**config.mk**
```make
export PLATFORM = sky130hd
export DESIGN_NAME = stw_front
export DESIGN_NICKNAME = d
export VERILOG_FILES = /design/src/sv/stw_pkg.sv /design/src/sv/stw_front.sv
export SDC_FILE = /design/constraint.sdc
export NUM_CORES = 1
export LEC_CHECK = 0
export BUFFER_PORTS_ARGS = -buffer_cell sky130_fd_sc_hd__buf_2
export CAP_MARGIN = 10
export CELL_PAD_IN_SITES_DETAIL_PLACEMENT = 1
export CELL_PAD_IN_SITES_GLOBAL_PLACEMENT = 1
export CORE_ASPECT_RATIO = 1.4
export CORE_MARGIN = 10
export CORE_UTILIZATION = 48
export DETAILED_ROUTE_END_ITERATION = 8
export PLACE_DENSITY_LB_ADDON = 0.1
export SYNTH_ARGS = -nofsm -noshare
export SYNTH_HDL_FRONTEND = slang
export SYNTH_SLANG_ARGS = --single-unit
```
**constraint.sdc**
```tcl
create_clock -name clk -period 7.92 [get_ports clk]
set_input_delay 2.376 -clock clk [delete_from_list [all_inputs] [get_ports clk]]
set_output_delay 2.376 -clock clk [all_outputs]
set_load 0.1 [all_outputs]
```
**src/sv/stw_pkg.sv**
```systemverilog
package stw_pkg;

    typedef enum logic [1:0] {
        OP_APPEND = 2'd0,
        OP_LOAD   = 2'd1,
        OP_CLEAR  = 2'd2
    } op_t;

    typedef enum logic [1:0] {
        K_APPEND,
        K_LOAD,
        K_CLEAR,
        K_STATUS
    } kind_t;

    typedef enum logic [2:0] {
        S_IDLE,
        S_EXP_RD,
        S_EXP_CHK,
        S_PUSH,
        S_BK_RD,
        S_BK_CHK,
        S_REP_RD,
        S_REP
    } state_t;

    localparam logic [31:0] WINDOW_RESET = 32'd1000;

endpackage

```
**src/sv/stw_front.sv**
```systemverilog
module stw_front
    import stw_pkg::*;
#(
    parameter int TIME_BITS  = 32,
    parameter int VALUE_BITS = 16
) (
    input  logic                         clk,
    input  logic                         rst_n,
    input  logic                         in_valid,
    output logic                         in_ready,
    input  logic [1:0]                   operation,
    input  logic [TIME_BITS-1:0]         sample_time,
    input  logic signed [VALUE_BITS-1:0] sample_value,
    input  logic                         value_finite,
    input  logic [31:0]                  window_length,
    output logic                         q_valid,
    input  logic                         q_ready,
    output kind_t                        q_kind,
    output logic [TIME_BITS-1:0]         q_time,
    output logic signed [VALUE_BITS-1:0] q_value,
    output logic                         q_finite,
    output logic [TIME_BITS-1:0]         q_cutoff
);

    localparam int CW = (TIME_BITS > 32) ? TIME_BITS : 32;

    kind_t                        kind_mem  [2];
    logic [TIME_BITS-1:0]         time_mem  [2];
    logic signed [VALUE_BITS-1:0] value_mem [2];
    logic                         fin_mem   [2];
    logic [TIME_BITS-1:0]         cut_mem   [2];

    logic       wr_ptr_reg, wr_ptr_next;
    logic       rd_ptr_reg, rd_ptr_next;
    logic [1:0] fill_reg, fill_next;

    kind_t                in_kind;
    logic [CW-1:0]        time_x;
    logic [CW-1:0]        wl_x;
    logic [TIME_BITS-1:0] cutoff;
    logic                 push;
    logic                 pop;

    always_comb
    begin
        unique case (op_t'(operation))
            OP_APPEND: in_kind = K_APPEND;
            OP_LOAD:   in_kind = K_LOAD;
            OP_CLEAR:  in_kind = K_CLEAR;
            default:   in_kind = K_STATUS;
        endcase
    end

    // Cutoff saturates at zero when the window reaches back past time zero.
    assign time_x = CW'(sample_time);
    assign wl_x   = CW'(window_length);
    assign cutoff = (time_x >= wl_x) ? TIME_BITS'(time_x - wl_x) : '0;

    assign in_ready = (fill_reg != 2'd2);
    assign q_valid  = (fill_reg != 2'd0);
    assign push     = in_valid && in_ready;
    assign pop      = q_valid && q_ready;

    assign q_kind   = kind_mem[rd_ptr_reg];
    assign q_time   = time_mem[rd_ptr_reg];
    assign q_value  = value_mem[rd_ptr_reg];
    assign q_finite = fin_mem[rd_ptr_reg];
    assign q_cutoff = cut_mem[rd_ptr_reg];

    always_comb
    begin
        wr_ptr_next = push ? ~wr_ptr_reg : wr_ptr_reg;
        rd_ptr_next = pop ? ~rd_ptr_reg : rd_ptr_reg;
        fill_next   = fill_reg + 2'(push) - 2'(pop);
    end

    always_ff @(posedge clk or negedge rst_n)
    begin
        if (!rst_n)
        begin
            wr_ptr_reg <= 1'b0;
            rd_ptr_reg <= 1'b0;
            fill_reg   <= 2'd0;
        end
        else
        begin
            wr_ptr_reg <= wr_ptr_next;
            rd_ptr_reg <= rd_ptr_next;
            fill_reg   <= fill_next;
        end
    end

    always_ff @(posedge clk)
    begin
        if (push)
        begin
            kind_mem[wr_ptr_reg]  <= in_kind;
            time_mem[wr_ptr_reg]  <= sample_time;
            value_mem[wr_ptr_reg] <= sample_value;
            fin_mem[wr_ptr_reg]   <= value_finite;
            cut_mem[wr_ptr_reg]   <= cutoff;
        end
    end

endmodule

```
==> results.cfg <==
[outcome]
status = complete, no violations

[final_layout]
final_cell_area_um2 = 9906
diodes = 0
drive_above_1_share = 0.3738
syn_to_final_growth_pct = 19.85
top_regs = cut_mem (64), time_mem (64), value_mem (32)
fin_nets = 909

[timing]
tns_ns = 0
min_period_ns = 4.898
clock_skew_ns = 0.006473
fmax_ghz = 0.2042
setup_violations = 0
max_slew.worst_pin.slew_ns = 1.179
hold_violations = 0
max_slew_margin = 0.2141
finalCritPeriodShare = 0.6185
slew_viol_final = 0
rsz0062_at_grt = no

[setup_path]
cpPeakStageDelay_ns = 0.87
cp.arrival_ns = 5.15
path_class = input port to flip-flop
crit_family = compound AO/OA/AOI/OAI gates
path_buf_inv = 1
crit_chain = buf_2 -> ha_1 -> nand3b_1 -> a211oi_1 -> o21ai_0 -> a211oi_1 -> o21ai_0 -> a21o_1 -> a21oi_1
end_kind = flip-flop
cp_data_required_time_ns = 8.17
critPathSlowestCell = a211oi_1
crit_path_max_fanout = 5
startpoint_type = input port

[die]
die_w_um = 130.9
io_pins = 172
core_area_um2 = 16820
die_height_um = 175.3
start_util = 0.4915
dieArea_um2 = 22940
row_count = 56

[global_route]
grt_usage = 0.1819
grt_pass1_vias = 6189
overflow = 0
antenna_found_initial = 0
grt_first_pass_wirelength_um = 32280
grt_max_degree = 85

[clocking]
hold_buffers = 0
clk_path_buf_depth = 2
clock_latency_ns = 0.43
cts_buffers = 17
post-cts-setup-buffers = 0
cts.sinks = 170
cts_tree = done
root_buffer = clkbuf_16
cts_resized = 0
htreeDepth = 4
clk_pin_slew_ns = 0.07

[synth]
yosysSeqAreaShare = 0.6152
syn-mean-instance-area_um2 = 13.42
mappedNetlistArea_um2 = 8265
yosys_warnings = 0
synth_edf_count = 166
async_flop_share = 0.02353
synth_top_area_share = 0.6031
synthCells = 616
yosysTopAreaCell = edfxtp_1
ys.flop_type = edfxtp_1
ys_ff_latch = 170
synth.top_cells.by_area = edfxtp_1 60%, mux2_2 11%, ha_1 5.1%
syn_nets = 738
yosys.cell_types.count = 50

[routing]
detailedRoute.firstPassIterationCount = 4
viasPerCell = 5.571
detail-route-antenna-nets = 0
route.detailed.drc = 0
vias = 5588
drt_wl_total_um = 20690
drt-wirelength-per-cell_um = 20.63
drt_iter0_drc = 221

[place]
numPortBuffers = 171
hpwl_um = 14950
place_area_um2 = 9315
gp_congestion = 0.8548

[run]
drv_cap = 0

[hold_path]
hp-class = flip-flop to flip-flop
==> area by class of cell <==
type,instances,area [µm²]
fillers,1723,6910
flip-flops and latches,170,5089
multi-input cells,383,2944
repair buffers,173,870.8
clock buffers,17,425.4
well taps,203,254.0
clock inverters,15,165.2
inverters,42,157.7
==> cell usage in the layout (no fill, tap or decap), types with 8 or more instances in the layout <==
cell,synthesis,final
nor2_1,40,39
clkbuf_16,0,17
buf_2,1,171
a21o_1,12,12
edfxtp_1,166,166
o21ai_0,26,26
a211oi_1,8,8
nand3_1,8,8
inv_1,42,42
a21oi_1,35,35
mux2_2,83,83
ha_1,34,34
nand2_1,32,32
xor2_1,12,12
xnor2_1,12,12
nor3_1,9,9
==> through the flow <==
stage                     hold slack [ns]  utilization  instances  setup slack [ns]
final                              0.4985       0.5891       1003             3.022
after global routing               0.5242       0.5891       1003             2.859
after CTS                          0.5064       0.5891       1003             3.005
after detailed placement           0.4953       0.5539        971             2.635
after global placement             0.4788       0.5539        971             2.707
after floorplan                    0.4604            -        616             1.410
==> metal layers <==
metal	up-vias	part of all wire	track usage
met5	-	0	0
li1	2647	-	-
met2	148	0.53	0.3248
met4	0	0.017	0.05576
met1	2764	0.40	0.2023
met3	29	0.055	0.05124
==> kinds of logic after synthesis <==
kind of cell / count (synthesis) / share of synthesized area
simple gates: 125 / 0.07130
compound gates: 114 / 0.08856
buf+inv: 63 / 0.03012
flops: 170 / 0.6152
fa+ha+maj: 35 / 0.05389
mux: 85 / 0.1155
xor+xnor: 24 / 0.02543
==> final timing paths <==
kind | to | startpoint | slack, ns | cells after the start
max | cut_mem[0][31]$_DFFE_PP_ | sample_time[2] | 3.02 | 9
min reg2reg | fill_reg[1]$_DFF_PN0_ | fill_reg[1]$_DFF_PN0_ | 0.50 | 1
max in group asynchronous | rd_ptr_reg$_DFFE_PN0P_ | rst_n | 6.05 | 1
max reg2reg | cut_mem[0][26]$_DFFE_PP_ | fill_reg[1]$_DFF_PN0_ | 5.83 | 4
min | fill_reg[1]$_DFF_PN0_ | fill_reg[1]$_DFF_PN0_ | 0.50 | 1
min in group asynchronous | rd_ptr_reg$_DFFE_PN0P_ | rst_n | 1.74 | 1
==> synth_stat cells (2+ instances only) <==
cell type and n:
edfxtp_1 166, mux2_2 83, inv_1 42, nor2_1 40, a21oi_1 35, ha_1 34
nand2_1 32, o21ai_0 26, clkbuf_1 18, a21o_1 12, xnor2_1 12, xor2_1 12
nor3_1 9, a211oi_1 8, nand3_1 8, and3_1 6, o211ai_1 6, nor2b_1 5
or3_1 5, dfrtp_1 4, nand2b_1 4, nand4_1 4, o21bai_1 4, a31oi_1 3
and2_1 3, o21a_1 3, or2_2 3, a221oi_1 2, mux2i_1 2, nor3b_1 2
o2111ai_1 2, o22ai_1 2, o31ai_1 2
Power is left out: the tool's default activity adds up to more than one toggle a clock period on the data nets, which glitch-free logic cannot reach.
